## src/four_level_page_table_walker_core_macros.svh

```systemverilog
`ifndef FOUR_LEVEL_PAGE_TABLE_WALKER_CORE_MACROS_SVH
`define FOUR_LEVEL_PAGE_TABLE_WALKER_CORE_MACROS_SVH

// Same-cycle implication, sampled on clk_i and quiet while rst_ni is low.
`define PTW_ASSERT_NOW(lbl, ante, cons, msg) \
  lbl: assert property (@(posedge clk_i) disable iff (!rst_ni) (ante) |-> (cons)) \
    else $error(msg);

// Next-cycle implication, sampled on clk_i and quiet while rst_ni is low.
`define PTW_ASSERT_NEXT(lbl, ante, cons, msg) \
  lbl: assert property (@(posedge clk_i) disable iff (!rst_ni) (ante) |=> (cons)) \
    else $error(msg);

`endif

```

## src/ptw_pkg.sv

```systemverilog
`default_nettype none

package ptw_pkg;

  typedef enum logic {
    FUNC_TRANSLATE = 1'b0,
    FUNC_READ_RESP = 1'b1
  } ptw_func_e;

  typedef enum logic {
    KIND_READ_REQ  = 1'b0,
    KIND_PHYS_ADDR = 1'b1
  } ptw_kind_e;

  localparam logic [0:0] REG_PRIMARY_BASE   = 1'b0;
  localparam logic [0:0] REG_SECONDARY_BASE = 1'b1;

  typedef struct packed {
    ptw_func_e   func;
    logic [47:0] virt_addr;
    logic [63:0] read_data;
  } ptw_in_t;

  typedef struct packed {
    ptw_kind_e   kind;
    logic [51:0] address;
  } ptw_out_t;

  // One pending result: the address is base plus offset, wrapped to 52 bits.
  typedef struct packed {
    ptw_kind_e   kind;
    logic [51:0] base;
    logic [29:0] offs;
  } ptw_op_t;

endpackage

`default_nettype wire

```

## src/ptw_fifo.sv

```systemverilog
`default_nettype none

module ptw_fifo
  import ptw_pkg::*;
#(
  parameter int unsigned Depth = 2
) (
  input  wire logic    clk_i,
  input  wire logic    rst_ni,
  input  wire logic    push_i,
  input  wire ptw_op_t push_data_i,
  output logic         full_o,
  input  wire logic    pop_i,
  output logic         valid_o,
  output ptw_op_t      data_o
);

  localparam int unsigned PtrW = (Depth > 1) ? $clog2(Depth) : 1;
  localparam int unsigned CntW = $clog2(Depth + 1);
  localparam logic [PtrW-1:0] LastPtr = PtrW'(Depth - 1);
  localparam logic [CntW-1:0] FullCnt = CntW'(Depth);

  ptw_op_t         mem_q [Depth];
  logic [PtrW-1:0] wr_ptr_q, wr_ptr_d;
  logic [PtrW-1:0] rd_ptr_q, rd_ptr_d;
  logic [CntW-1:0] cnt_q, cnt_d;

  always_comb begin
    wr_ptr_d = wr_ptr_q;
    rd_ptr_d = rd_ptr_q;
    cnt_d    = cnt_q;
    if (push_i) begin
      wr_ptr_d = (wr_ptr_q == LastPtr) ? '0 : wr_ptr_q + 1'b1;
    end
    if (pop_i) begin
      rd_ptr_d = (rd_ptr_q == LastPtr) ? '0 : rd_ptr_q + 1'b1;
    end
    if (push_i && !pop_i) begin
      cnt_d = cnt_q + 1'b1;
    end else if (pop_i && !push_i) begin
      cnt_d = cnt_q - 1'b1;
    end
  end

  always_ff @(posedge clk_i or negedge rst_ni) begin
    if (!rst_ni) begin
      wr_ptr_q <= '0;
      rd_ptr_q <= '0;
      cnt_q    <= '0;
    end else begin
      wr_ptr_q <= wr_ptr_d;
      rd_ptr_q <= rd_ptr_d;
      cnt_q    <= cnt_d;
    end
  end

  always_ff @(posedge clk_i) begin
    if (push_i) begin
      mem_q[wr_ptr_q] <= push_data_i;
    end
  end

  assign full_o  = (cnt_q == FullCnt);
  assign valid_o = (cnt_q != '0);
  assign data_o  = mem_q[rd_ptr_q];

endmodule

`default_nettype wire

```

## src/ptw_front.sv

```systemverilog
`default_nettype none

module ptw_front
  import ptw_pkg::*;
(
  input  wire logic        clk_i,
  input  wire logic        rst_ni,
  input  wire logic        cfg_we_i,
  input  wire logic [0:0]  cfg_idx_i,
  input  wire logic [51:0] cfg_wdata_i,
  input  wire logic        accept_i,
  input  wire ptw_in_t     in_data_i,
  output logic             push_o,
  output ptw_op_t          op_o
);

  localparam logic [1:0] LVL_TOP     = 2'd0;
  localparam logic [1:0] LVL_DIR_PTR = 2'd1;
  localparam logic [1:0] LVL_DIR     = 2'd2;
  localparam logic [1:0] LVL_LEAF    = 2'd3;

  logic        busy_q, busy_d;
  logic [1:0]  level_q, level_d;
  logic [47:0] va_q, va_d;
  logic [51:0] prim_q, sec_q;
  logic [51:0] top_base;
  logic [8:0]  next_idx;
  logic [63:0] rd;

  assign rd       = in_data_i.read_data;
  assign top_base = (prim_q != '0) ? prim_q : {sec_q[51:4], 4'b0000};

  always_comb begin
    case (level_q)
      LVL_TOP:     next_idx = va_q[38:30];
      LVL_DIR_PTR: next_idx = va_q[29:21];
      LVL_DIR:     next_idx = va_q[20:12];
      default:     next_idx = '0;
    endcase
  end

  always_comb begin
    busy_d  = busy_q;
    level_d = level_q;
    va_d    = va_q;
    push_o  = 1'b0;
    op_o    = '{kind: KIND_READ_REQ, base: '0, offs: '0};
    if (accept_i) begin
      if (in_data_i.func == FUNC_TRANSLATE) begin
        if (!busy_q) begin
          push_o    = 1'b1;
          busy_d    = 1'b1;
          level_d   = LVL_TOP;
          va_d      = in_data_i.virt_addr;
          op_o.base = top_base;
          op_o.offs = {18'b0, in_data_i.virt_addr[47:39], 3'b000};
        end
      end else if (busy_q) begin
        push_o    = 1'b1;
        level_d   = level_q + 1'b1;
        op_o.base = {16'b0, rd[35:12], 12'b0};
        op_o.offs = {18'b0, next_idx, 3'b000};
        case (level_q)
          LVL_DIR_PTR: begin
            if (rd[7]) begin
              busy_d    = 1'b0;
              level_d   = LVL_TOP;
              op_o.kind = KIND_PHYS_ADDR;
              op_o.base = {rd[51:30], 30'b0};
              op_o.offs = va_q[29:0];
            end
          end
          LVL_DIR: begin
            if (rd[7]) begin
              busy_d    = 1'b0;
              level_d   = LVL_TOP;
              op_o.kind = KIND_PHYS_ADDR;
              op_o.base = {16'b0, rd[35:21], 21'b0};
              op_o.offs = {9'b0, va_q[20:0]};
            end
          end
          LVL_LEAF: begin
            busy_d    = 1'b0;
            level_d   = LVL_TOP;
            op_o.kind = KIND_PHYS_ADDR;
            op_o.offs = {18'b0, va_q[11:0]};
          end
          default: begin
          end
        endcase
      end
    end
  end

  always_ff @(posedge clk_i or negedge rst_ni) begin
    if (!rst_ni) begin
      busy_q  <= 1'b0;
      level_q <= LVL_TOP;
      va_q    <= '0;
      prim_q  <= '0;
      sec_q   <= '0;
    end else begin
      busy_q  <= busy_d;
      level_q <= level_d;
      va_q    <= va_d;
      if (cfg_we_i && (cfg_idx_i == REG_PRIMARY_BASE)) begin
        prim_q <= cfg_wdata_i;
      end
      if (cfg_we_i && (cfg_idx_i == REG_SECONDARY_BASE)) begin
        sec_q <= cfg_wdata_i;
      end
    end
  end

endmodule

`default_nettype wire

```

## src/ptw_back.sv

```systemverilog
`default_nettype none

module ptw_back
  import ptw_pkg::*;
(
  input  wire logic    clk_i,
  input  wire logic    rst_ni,
  input  wire logic    q_valid_i,
  input  wire ptw_op_t q_data_i,
  output logic         q_pop_o,
  output logic         out_valid_o,
  input  wire logic    out_stall_i,
  output ptw_out_t     out_data_o
);

  logic     out_valid_q, out_valid_d;
  ptw_out_t out_data_q, out_data_d;

  assign q_pop_o = q_valid_i && (!out_valid_q || !out_stall_i);

  always_comb begin
    out_valid_d = out_valid_q;
    out_data_d  = out_data_q;
    if (q_pop_o) begin
      out_valid_d        = 1'b1;
      out_data_d.kind    = q_data_i.kind;
      out_data_d.address = q_data_i.base + {22'b0, q_data_i.offs};
    end else if (!out_stall_i) begin
      out_valid_d = 1'b0;
    end
  end

  always_ff @(posedge clk_i or negedge rst_ni) begin
    if (!rst_ni) begin
      out_valid_q <= 1'b0;
    end else begin
      out_valid_q <= out_valid_d;
    end
  end

  always_ff @(posedge clk_i) begin
    out_data_q <= out_data_d;
  end

  assign out_valid_o = out_valid_q;
  assign out_data_o  = out_data_q;

endmodule

`default_nettype wire

```

## src/four_level_page_table_walker_core.sv

```systemverilog
// Channel   Direction  Handshake                Payload
// in        input      in_valid_i / in_stall_o   in_data_i   (ptw_in_t)
// out       output     out_valid_o / out_stall_i out_data_o  (ptw_out_t)
// cfg       input      cfg_we_i                  cfg_idx_i, cfg_wdata_i
//
// One item is taken per cycle while in_stall_o is low; results are queued, then registered.
// The front stage walks the tables and queues one operation; the back stage adds and registers.
// Items in the wrong phase are accepted and dropped without a result.
// in_stall_o rises only when the QueueDepth-entry queue is full; out_stall_i holds the result.
// Reset clears the walk state, both base registers and the queue; there is no clearing pass.
`default_nettype none

`include "four_level_page_table_walker_core_macros.svh"

module four_level_page_table_walker_core
  import ptw_pkg::*;
#(
  parameter int unsigned QueueDepth = 2
) (
  input  wire logic        clk_i,
  input  wire logic        rst_ni,
  input  wire logic        in_valid_i,
  output logic             in_stall_o,
  input  wire ptw_in_t     in_data_i,
  output logic             out_valid_o,
  input  wire logic        out_stall_i,
  output ptw_out_t         out_data_o,
  input  wire logic        cfg_we_i,
  input  wire logic [0:0]  cfg_idx_i,
  input  wire logic [51:0] cfg_wdata_i
);

  logic    accept;
  logic    push;
  ptw_op_t push_op;
  logic    q_full;
  logic    q_valid;
  logic    q_pop;
  ptw_op_t q_op;

  assign in_stall_o = q_full;
  assign accept     = in_valid_i && !q_full;

  ptw_front u_front (
    .clk_i       (clk_i),
    .rst_ni      (rst_ni),
    .cfg_we_i    (cfg_we_i),
    .cfg_idx_i   (cfg_idx_i),
    .cfg_wdata_i (cfg_wdata_i),
    .accept_i    (accept),
    .in_data_i   (in_data_i),
    .push_o      (push),
    .op_o        (push_op)
  );

  ptw_fifo #(
    .Depth (QueueDepth)
  ) u_fifo (
    .clk_i       (clk_i),
    .rst_ni      (rst_ni),
    .push_i      (push),
    .push_data_i (push_op),
    .full_o      (q_full),
    .pop_i       (q_pop),
    .valid_o     (q_valid),
    .data_o      (q_op)
  );

  ptw_back u_back (
    .clk_i       (clk_i),
    .rst_ni      (rst_ni),
    .q_valid_i   (q_valid),
    .q_data_i    (q_op),
    .q_pop_o     (q_pop),
    .out_valid_o (out_valid_o),
    .out_stall_i (out_stall_i),
    .out_data_o  (out_data_o)
  );

  `PTW_ASSERT_NOW(a_push_only_when_room, push, !q_full, "push into a full queue")
  `PTW_ASSERT_NOW(a_full_not_empty, q_full, q_valid, "queue full yet empty")
  `PTW_ASSERT_NOW(a_pop_only_when_valid, q_pop, q_valid, "pop from an empty queue")
  `PTW_ASSERT_NEXT(a_drain, out_valid_o && !out_stall_i && !q_valid, !out_valid_o,
                   "result shown with nothing queued")

endmodule

`default_nettype wire

```

## config.mk

```make
export PLATFORM = sky130hd
export DESIGN_NAME = four_level_page_table_walker_core
export DESIGN_NICKNAME = d
export VERILOG_FILES = /design/src/ptw_pkg.sv /design/src/ptw_fifo.sv /design/src/ptw_front.sv /design/src/ptw_back.sv /design/src/four_level_page_table_walker_core.sv
export VERILOG_INCLUDE_DIRS = /design/src /design/src/src
export SDC_FILE = /design/constraint.sdc
export NUM_CORES = 1
export LEC_CHECK = 0
export CAP_MARGIN = 20
export CORE_MARGIN = 4
export CORE_UTILIZATION = 56
export CTS_CLUSTER_SIZE = 10
export DETAILED_ROUTE_END_ITERATION = 8
export DONT_BUFFER_PORTS = 1
export GPL_TIMING_DRIVEN = 0
export PLACE_DENSITY_LB_ADDON = 0.1
export SLEW_MARGIN = 20
export SYNTH_ARGS = -nofsm -noshare
export SYNTH_HDL_FRONTEND = slang
export SYNTH_SLANG_ARGS = --single-unit
```

## constraint.sdc

```tcl
create_clock -name clk_i -period 9.93 [get_ports clk_i]
set_input_delay 0.993 -clock clk_i [delete_from_list [all_inputs] [get_ports clk_i]]
set_output_delay 0.993 -clock clk_i [all_outputs]
set_load 0.03 [all_outputs]
```

# --- After elaboration in Yosys (flattened, before gate mapping) ---
# Memory sizes are Yosys's and may differ from the RTL's.
# Cells that the tools add are included.
word_totals:
  ff_bits: 204
  mem_bits_rw: 166
  in_bits: 171
  out_inout_bits: 55
  word_cells: 80
  mem_count: 1
memory_table:
  columns: ["name", "words", "word_bits", "rd", "rd_clocked_by_memory_dff", "wr", "line", "source"]
  rows:
  - ["u_fifo.mem_q", 2, 83, 1, 0, 1, "ptw_fifo.sv:23", "ptw_op_t mem_q [Depth];"]
classes:
  n_addsub: 6
  eq_ne: 7
  n_mux: 33
  n_bitwise: 3
  reduce_logical: 19
op_table:
  columns: ["cell", "n"]
  rows:
  - ["two-way mux 83 bit", 4]
  - ["two-way mux 82 bit", 2]
  - ["case mux 52 bit (2 select lines)", 1]
  - ["case mux 30 bit (3 select lines)", 1]
  - ["adder 52 x 30 -> 52 bit", 1]
  - ["two-way mux 52 bit", 1]
  - ["nonzero test 52 bit", 1]
  - ["case mux 9 bit (3 select lines)", 1]
  - ["two-way mux 1 bit", 14]
  - ["two-way mux 2 bit", 6]
  - ["equality test 2 bit (second input constant)", 3]
  - ["logical AND 1 bit", 6]
  - ["AND reduction 3 bit", 2]
  - ["logical NOT 1 bit", 5]
  - ["adder 2 x 1 -> 2 bit (second input constant)", 2]
  - ["inequality test 2 x 1 -> 1 bit (second input constant)", 2]
  - ["case mux 2 bit (2 select lines)", 1]
  - ["nonzero test 2 bit", 2]
  - ["NOT 1 bit", 3]
  - ["case mux 1 bit (3 select lines)", 1]
  - ["adder 1 bit (second input constant)", 2]
  - ["equality test 2 x 1 -> 1 bit (second input constant)", 1]
  - ["logical NOT 2 bit", 1]
  - ["inequality test 2 bit (second input constant)", 1]
  - ["4 further kinds", 4]

# --- Longest topological paths before layout ---
# Gate-level depths: netlist of run 1.
logic_depth:
  word_depth: 8
  ltp_mapped: 18
  depth_no_buf: 11

# --- Cells and area by module ---
# From an unflattened synthesis of run 1, not the netlist that was laid out.
unflattened:
  hier_cells: 1222
  area_unflattened_um2: 17031.3
by_module_without_submodules:
  columns: ["module", "n_inst", "cells_per_inst", "area_each_um2", "seq_area_each_um2"]
  rows:
  - ["ptw_front", 1, 570, 6755.2, 3553.4]
  - ["ptw_fifo", 1, 274, 6422.4, 5084.9]
  - ["ptw_back", 1, 377, 3839.9, 1616.6]
  - ["four_level_page_table_walker_core", 1, 1, 13.8, 0.0]

# --- Least setup slack after synthesis of run 1 ---
# OpenSTA, ideal clock, no wires.
synth_path:
  path_kind: "input-to-reg"
  startpoint: "input in_data_i[112] (netlist name)"
  endpoint: "memory u_fifo.mem_q[0][0] (netlist name) (enable)"
  setup_time_ns: 0.627
  arrival_time_ns: 7.280
  required_time_ns: 9.303
  setup_slack_ns: 2.023
  path_stages: 4
  n_path_buf: 1
  cell_sequence: "clkbuf_1 -> inv_1 -> ha_1 -> nor3_1"
synth_between:
  elab_chain_len: 4
synth_rtl:
  columns: ["item", "line", "source"]
  rows:
  - ["start, declared", "four_level_page_table_walker_core.sv:24", "input wire ptw_in_t in_data_i,"]
  - ["two-way mux 1 bit", "ptw_front.sv:49", "if (in_data_i.func == FUNC_TRANSLATE) begin"]
  - ["two-way mux 1 bit", "ptw_front.sv:48", "if (accept_i) begin"]
  - ["two-way mux 1 bit", "ptw_fifo.sv:58", "if (push_i) begin"]
  - ["two-way mux 1 bit (implied by the code)", "ptw_fifo.sv:59", "mem_q[wr_ptr_q] <= push_data_i;"]
  - ["end, declared", "ptw_fifo.sv:23", null]
# Every way passes these cells.

# --- Worst setup path after layout of run 1 ---
layout_path:
  startpoint: "register u_fifo.rd_ptr_q"
  endpoint: "register u_back.out_data_q (netlist bit u_back.out_data_o[34]) (data pin)"
layout_between:
  elab_chain_len: 2
layout_rtl:
  columns: ["item", "line", "source"]
  rows:
  - ["start, declared", "ptw_fifo.sv:25", "logic [PtrW-1:0] rd_ptr_q, rd_ptr_d;"]
  - ["start signal, assigned", "ptw_fifo.sv:52", "rd_ptr_q <= rd_ptr_d;"]
  - ["memory read (2 x 83 bit)", null, null]
  - ["adder 52 x 30 -> 52 bit", "ptw_back.sv:27", "out_data_d.address = q_data_i.base + {22'b0, q_data_i.offs};"]
  - ["end signal, assigned", "ptw_back.sv:42", "out_data_q <= out_data_d;"]
  - ["end, declared", "ptw_back.sv:17", "ptw_out_t out_data_q, out_data_d;"]
# Every way passes these cells.
# A chain may end at the register's enable or synchronous reset.

==> flow_metrics.py, run 1 <==
metrics = {
    "status": {
        "outcome": "complete, no violations",
    },
    "route": {
        "antenna_left": 0,
        "wl_mm": 40.27,
        "vias": 10467,
        "avgRoutedWirePerCell_um": 23.49,
        "detail_route.iter0.violations": 855,
        "viasPerCell": 6.107,
        "firstDrtPassIters": 7,
        "drc": 0,
    },
    "critical_path": {
        "worst_setup_path_start_kind": "flip-flop",
        "required_ns": 10.26,
        "path_class": "flip-flop to flip-flop",
        "cp.arrival_ns": 5.50,
        "path_cells": "buf_2 > buf_2 > buf_4 > buf_2 > buf_2 > buf_2 > mux2_2 > ha_1 > fa_1 > a211oi_2 > o21bai_2 > o21ba_2 > a31o_4 > a21oi_4 > o211a_1 > buf_6 > nor2_1 > xnor2_1",
        "crit_fanout": 10,
        "path_delay_family": "buffers and inverters",
        "crit_top_cell": "buf_2",
        "max_stage_delay_ns": 0.44,
        "worst_setup_path_end_kind": "flip-flop",
        "critPathBufInv": 7,
        "critPathSlowestCell": "fa_1",
    },
    "synthesis": {
        "ys_seq_area_share_pct": 61.05,
        "postSynthNetCount": 1453,
        "yosys.area_share.simple_pct": 7.457,
        "muxShareOfSynthArea_pct": 14.01,
        "synthFlopType": "edfxtp_1",
        "synthXorXnorAreaFrac_pct": 2.764,
        "netlist_area_mm2": 0.01680,
        "synth_top_family_by_area": "multiplexers",
        "netlist_instances": 1244,
        "synth_cell_types": 63,
        "yosys_warnings": 0,
        "synthAdderAreaFrac_pct": 2.875,
        "syn_avg_cell_area_um2": 13.50,
        "synth.ff_latch_count": 366,
        "synth_edf_count": 219,
        "async_flop_share_pct": 40.16,
        "synth_compound_area_share_pct": 9.990,
    },
    "die": {
        "die_area_mm2": 0.03283,
        "die_width_um": 181.2,
        "core_mm2": 0.02964,
        "initial_core_util_pct": 56.67,
        "fp-row-count": 63,
        "die_y_um": 181.2,
        "ios": 226,
    },
    "cts": {
        "cts_made_buffers": 42,
        "ctsResizeCount": 0,
        "cts_tree": "built",
        "cts_sinks": 366,
        "htree_levels": 2,
        "post_cts_buffers": 0,
        "cts_hold_buffers": 0,
        "cts-root-buf": "clkbuf_16",
        "clk_latency_ns": 0.53,
        "clkTransAtPathRegs_ns": 0.06,
        "clockBufferDepth": 3,
    },
    "timing": {
        "worstMarginPinSlew_ns": 0.9985,
        "period_minus_slack_ns": 5.169,
        "post-route-period-util_pct": 52.05,
        "setup_violations": 0,
        "rsz0062_at_grt": "no",
        "fmax_ghz": 0.1935,
        "fin_skew_ns": 0.01718,
        "hold_violations": 0,
        "final_max_slew_viol_count": 0,
        "relSlewSlack_pct": 32.73,
        "fin_hold_ws_ns": 0.1644,
    },
    "global_routing": {
        "antenna_found_initial": 0,
        "grt_pass1_vias": 10363,
        "overflow": 0,
        "grt_max_degree": 148,
        "grt_pass1_wl_mm": 61.34,
        "grt.total_usage_pct": 24.18,
    },
    "finish": {
        "fin_nets": 1509,
        "diodes": 0,
        "layout-drive-gt1-share_pct": 23.41,
        "postLayoutCoreUtil_pct": 62.70,
        "area.growth.synth_to_final_pct": 10.64,
        "filler_cell_count": 2353,
    },
    "power_and_ir_drop": {
        "ir_drop_mv": 0.1432,
        "total_power_mw": 5.935,
        "p_leak_nw": 6.929,
        "powerDensity_mw_per_mm2": 319.4,
    },
    "placed_design": {
        "routabilityCongestion": 0.8939,
        "port_buffers": 0,
        "dp_hpwl_mm": 30.20,
    },
    "hold_path": {
        "hp-class": "input port to asynchronous set/reset pin",
    },
    "flow_run": {
        "cap_violations": 0,
    },
}
## metal layers
layer	GRT usage (%)	vias to the layer above	wire, um
met5	0	-	0
met1	35.12	5199	17730
met3	7.268	72	3683
met2	36.04	394	17780
li1	-	4802	-
met4	6.274	0	1073
## cells by family after synthesis
kind of cell | count (synthesis)
multiplexers | 210
AND/OR/NAND/NOR | 251
XOR/XNOR | 53
adder cells (fa/ha/maj) | 38
flip-flops | 366
AO/OA/AOI/OAI | 258
buffers and inverters | 68
## cells in the mapped netlist, drive strengths merged, types with 21 or more instances
master  number  area [um^2]
a21oi       91        489.2
and2        28        175.2
buf         31        171.4
clkbuf      22        82.58
dfrtp      147         3679
edfxtp     219         6576
ha          37        462.9
mux2       201         2263
nand2       78        292.8
nand3       23        115.1
nor2        47        178.9
o21ai       79        399.1
xnor2       32        280.3
xor2        21        183.9
## where the power goes
group / leakage (nW) / switching [mW] / internal [mW]
sequential: 3.82 / 0.418 / 2.15
combinational: 2.56 / 1.18 / 0.837
clock: 0.557 / 0.562 / 0.781
## cell usage in the layout (no fill, tap or decap), types with 10 or more instances in the layout
cell type and n:
a21o_1 15, a21oi_1 88, a22o_1 10, and2_1 27
buf_2 23, buf_4 11, clkbuf_1 46, clkbuf_16 42
dfrtp_1 147, edfxtp_1 219, ha_1 37, inv_1 14
mux2_2 201, nand2_1 78, nand3_1 23, nand4_1 11
nor2_1 46, nor2b_1 18, nor4_1 16, o21ai_0 77
xnor2_1 32, xor2_1 21
## worst reg2reg max path: stages, from the launching register on
cell	delay (ns)
dfrtp_1	0.40
buf_2	0.27
buf_2	0.27
buf_4	0.22
buf_2	0.27
buf_2	0.30
buf_2	0.32
mux2_2	0.39
ha_1	0.25
fa_1	0.44
a211oi_2	0.26
o21bai_2	0.10
o21ba_2	0.24
a31o_4	0.27
a21oi_4	0.22
o211a_1	0.24
buf_6	0.16
nor2_1	0.06
xnor2_1	0.28
## layout make-up
| class | count | area (um^2) | share of cell area (%) |
|---|---|---|---|
| tap | 390 | 488.0 | 2.626 |
| clock buffer | 66 | 1141 | 6.141 |
| sequential | 366 | 10250 | 55.18 |
| timing repair buffer | 12 | 122.6 | 0.6598 |
| inverter | 15 | 56.30 | 0.3030 |
| clock inverter | 2 | 21.27 | 0.1145 |
| multi-input combinational | 810 | 6245 | 33.60 |
| buffer | 53 | 254.0 | 1.367 |
## path summary, 6_finish.rpt
kind / to / cells past startpoint / slack [ns] / from
max: u_back.out_data_o[34]$_DFFE_PP_ / 18 / 4.76 / u_fifo.rd_ptr_q$_DFFE_PN0P_
min: u_back.out_valid_o$_DFFE_PN0P_ / 0 / 0.16 / rst_ni
max reg2reg: u_back.out_data_o[34]$_DFFE_PP_ / 18 / 4.76 / u_fifo.rd_ptr_q$_DFFE_PN0P_
min reg2reg: u_front.va_q[0]$_DFFE_PN0P_ / 1 / 0.50 / u_front.va_q[0]$_DFFE_PN0P_
max in group asynchronous: u_front.prim_q[45]$_DFFE_PN0P_ / 0 / 9.46 / rst_ni
min in group clk_i: u_front.va_q[0]$_DFFE_PN0P_ / 1 / 0.50 / u_front.va_q[0]$_DFFE_PN0P_
## per-stage QoR
stage | instance area, um^2 | setup slack (ns) | TNS [ns] | cells
2_1_floorplan | 16800 | 2.023 | 0 | 1244
3_3_place_gp | 17280 | -1.331 | -110.02 | 1634
3_5_place_dp | 17420 | 4.801 | 0 | 1646
4_1_cts | 18580 | 4.793 | 0 | 1714
5_1_grt | 18580 | 4.565 | 0 | 1714
6_report | 18580 | 4.761 | 0 | 1714
## registers in the layout (all words and copies together), names as in the netlist
name	count
u_fifo.mem_q	166
u_back.out_data_o	53
u_front.prim_q	52
u_front.sec_q	48
u_front.va_q	39
u_fifo.cnt_q	2
u_front.level_q	2
u_back.out_valid_o	1
u_fifo.rd_ptr_q	1
u_fifo.wr_ptr_q	1
u_front.busy_q	1
Note: power is estimated with default switching activity, not from simulation.
==> run 2, diff against run 1 <==
==> constraint.sdc (replaced) <==
create_clock -name clk_i -period 5.3 [get_ports clk_i]
set_input_delay 0.53 -clock clk_i [delete_from_list [all_inputs] [get_ports clk_i]]
set_output_delay 0.53 -clock clk_i [all_outputs]
set_load 0.03 [all_outputs]
==> run 2 against run 1 <==
Via count shrank 1.5%. Total power grew 89%. Cell area grew 0.77%. Sequential share of layout area shrank 0.42 points. Utilization grew 0.49 points. Non-clock buffer count shrank 1. Sequential cell count is the same. Wire length shrank 0.92%. Highest routed layer is now met5.
==> flow_metrics.py, run 2 (synthesized netlist as in run 1, its figures left out) <==
metrics = {
    "finish": {
        "filler_cell_count": 2347,
        "largest_register_ffs": 166,
        "layout-drive-gt1-share_pct": 23.49,
        "final_cell_mix": "edfxtp_1 (219), mux2_2 (201), dfrtp_1 (147)",
        "multi_input_comb_area_mm2": 0.006254,
        "instances_no_fill": 1718,
        "diodes": 0,
        "regMostFlops": "u_fifo.mem_q",
        "layout_commonest_cell": "edfxtp_1",
        "postLayoutCoreUtil_pct": 63.18,
        "regArea_mm2": 0.01025,
        "area.growth.synth_to_final_pct": 11.49,
        "fin_nets": 1509,
    },
    "global_routing": {
        "antenna_found_initial": 3,
        "grt_pass1_vias": 10484,
        "overflow": 0,
        "grt_pass1_wl_mm": 61.28,
        "grt_max_degree": 148,
        "grt.total_usage_pct": 24.03,
    },
    "power_and_ir_drop": {
        "p_clk_share_pct": 23.3,
        "seqPwrFrac_pct": 42.9,
        "total_power_mw": 11.23,
        "powerDensity_mw_per_mm2": 599.7,
        "ir_drop_mv": 0.3865,
        "p_switching_mw": 4.073,
        "sw_frac_of_total_pct": 36.27,
        "p_leak_nw": 6.977,
        "p_int_mw": 7.157,
        "comb_power_share_pct": 33.8,
    },
    "critical_path": {
        "crit_start": "u_fifo.rd_ptr_q$_DFFE_PN0P_",
        "rr_startpoint": "u_fifo.rd_ptr_q$_DFFE_PN0P_",
        "required_ns": 5.56,
        "worst_setup_path_end_kind": "flip-flop",
        "rr_endpoint": "u_back.out_data_o[34]$_DFFE_PP_",
        "reg2reg_setup_slack_ns": 0.32,
        "worst_setup_path_start_kind": "flip-flop",
        "r2r_cells": 18,
        "crit_fanout": 10,
        "cp.arrival_ns": 5.25,
        "path_class": "flip-flop to flip-flop",
        "cp-endpoint": "u_back.out_data_o[34]$_DFFE_PP_",
    },
    "hold_path": {
        "hp-class": "input port to flip-flop",
    },
    "status": {
        "outcome": "complete, no violations",
    },
    "route": {
        "firstDrtPassIters": 5,
        "avgRoutedWirePerCell_um": 23.22,
        "antenna_left": 0,
        "wl_mm": 39.90,
        "viasPerCell": 6.003,
        "detail_route.iter0.violations": 790,
        "drc": 0,
        "vias": 10313,
    },
    "cts": {
        "clk_latency_ns": 0.53,
        "clkTransAtPathRegs_ns": 0.06,
        "clockBufferDepth": 3,
        "cts_made_buffers": 43,
        "cts_tree": "built",
        "htree_levels": 2,
        "cts-root-buf": "clkbuf_16",
        "cts_sinks": 366,
    },
    "timing": {
        "period_minus_slack_ns": 4.984,
        "worstMarginPinSlew_ns": 1.127,
        "final_max_slew_viol_count": 0,
        "post-route-period-util_pct": 94.04,
        "fin_hold_ws_ns": 0.1438,
        "rsz0062_at_grt": "no",
        "fmax_ghz": 0.2006,
        "setup_violations": 0,
        "fin_skew_ns": 0.01402,
        "relSlewSlack_pct": 24.07,
        "setup_tns_ns": 0,
        "hold_violations": 0,
    },
    "placed_design": {
        "routabilityCongestion": 0.9030,
        "port_buffers": 0,
        "dp_hpwl_mm": 29.80,
        "place_inst": 1643,
    },
    "die": {
        "core_mm2": 0.02964,
        "die_width_um": 181.2,
        "die_y_um": 181.2,
        "fp-row-count": 63,
        "ios": 226,
        "die_area_mm2": 0.03283,
        "initial_core_util_pct": 56.67,
    },
    "flow_run": {
        "cap_violations": 0,
    },
}
## run 2: changes by cell type in the layout (fill, tap and decap cells not counted), moves of 2 or more
cell | previous run | this run
clkbuf_4 | 0 | 2
inv_6 | 0 | 2
buf_4 | 11 | 2
buf_2 | 23 | 21
clkbuf_1 | 46 | 48
clkbuf_16 | 42 | 44
buf_8 | 0 | 6
## run 2: worst min-delay path by stage
stage	startpoint	end	slack (ns)	cells after the start
after global routing	cfg_wdata_i[24]	u_front.sec_q[24]$_DFFE_PN0P_	0.13	1
after CTS	cfg_wdata_i[24]	u_front.sec_q[24]$_DFFE_PN0P_	0.12	1
after global placement	rst_ni	u_front.va_q[0]$_DFFE_PN0P_	0.24	0
after detailed placement	rst_ni	u_front.va_q[0]$_DFFE_PN0P_	0.24	0
after floorplan	rst_ni	u_back.out_valid_o$_DFFE_PN0P_	0.23	0
final	cfg_wdata_i[45]	u_front.sec_q[45]$_DFFE_PN0P_	0.14	1
## run 2: power by group through the flow
stage               clock network, mW  logic [mW]  registers (mW)
floorplan                           0        2.80            4.75
global placement                    0        3.63            4.89
detailed placement                  0        3.74            4.87
CTS                              2.67        3.79            4.82
global route                     2.80        4.18            4.89
finish                           2.62        3.80            4.82
## run 2: routing by layer
layer,track usage [%],up-vias,routed length (um)
li1,-,4797,-
met1,34.98,5086,17930
met2,35.65,342,17430
met3,7.469,82,3527
met4,6.034,6,972
met5,0,-,40
## run 2: layout make-up
type / count / area share [%]
sequential: 366 / 54.76
clock inverter: 3 / 0.1804
tap: 390 / 2.606
multi-input combinational: 810 / 33.39
timing repair buffer: 11 / 0.9755
clock buffer: 70 / 6.401
inverter: 15 / 0.3007
buffer: 53 / 1.383
## run 2: worst max-delay path, stage by stage (launching register included)
cell	delay (ns)
dfrtp_1	0.40
buf_2	0.26
buf_2	0.26
buf_4	0.22
buf_2	0.26
clkbuf_4	0.28
clkbuf_4	0.27
mux2_2	0.36
ha_1	0.24
fa_1	0.44
a211oi_2	0.26
o21bai_2	0.10
o21ba_2	0.24
a31o_4	0.27
a21oi_4	0.23
o211a_1	0.24
buf_6	0.15
nor2_1	0.06
xnor2_1	0.16
## run 2: per-stage QoR
step	setup WS (ns)	cell area, um^2
after CTS	0.1930	18720
after global placement	-1.572	17290
final	0.3158	18730
after global routing	0.05267	18730
after detailed placement	0.1887	17450
after floorplan	0.3822	16800
## run 2: timing repair
item,CTS,global route
setup endpoints to repair,0,12
hold buffers,2,0
buffers inserted,0,0
endpoints found under the hold margin,147,0
gates resized for setup,0,3
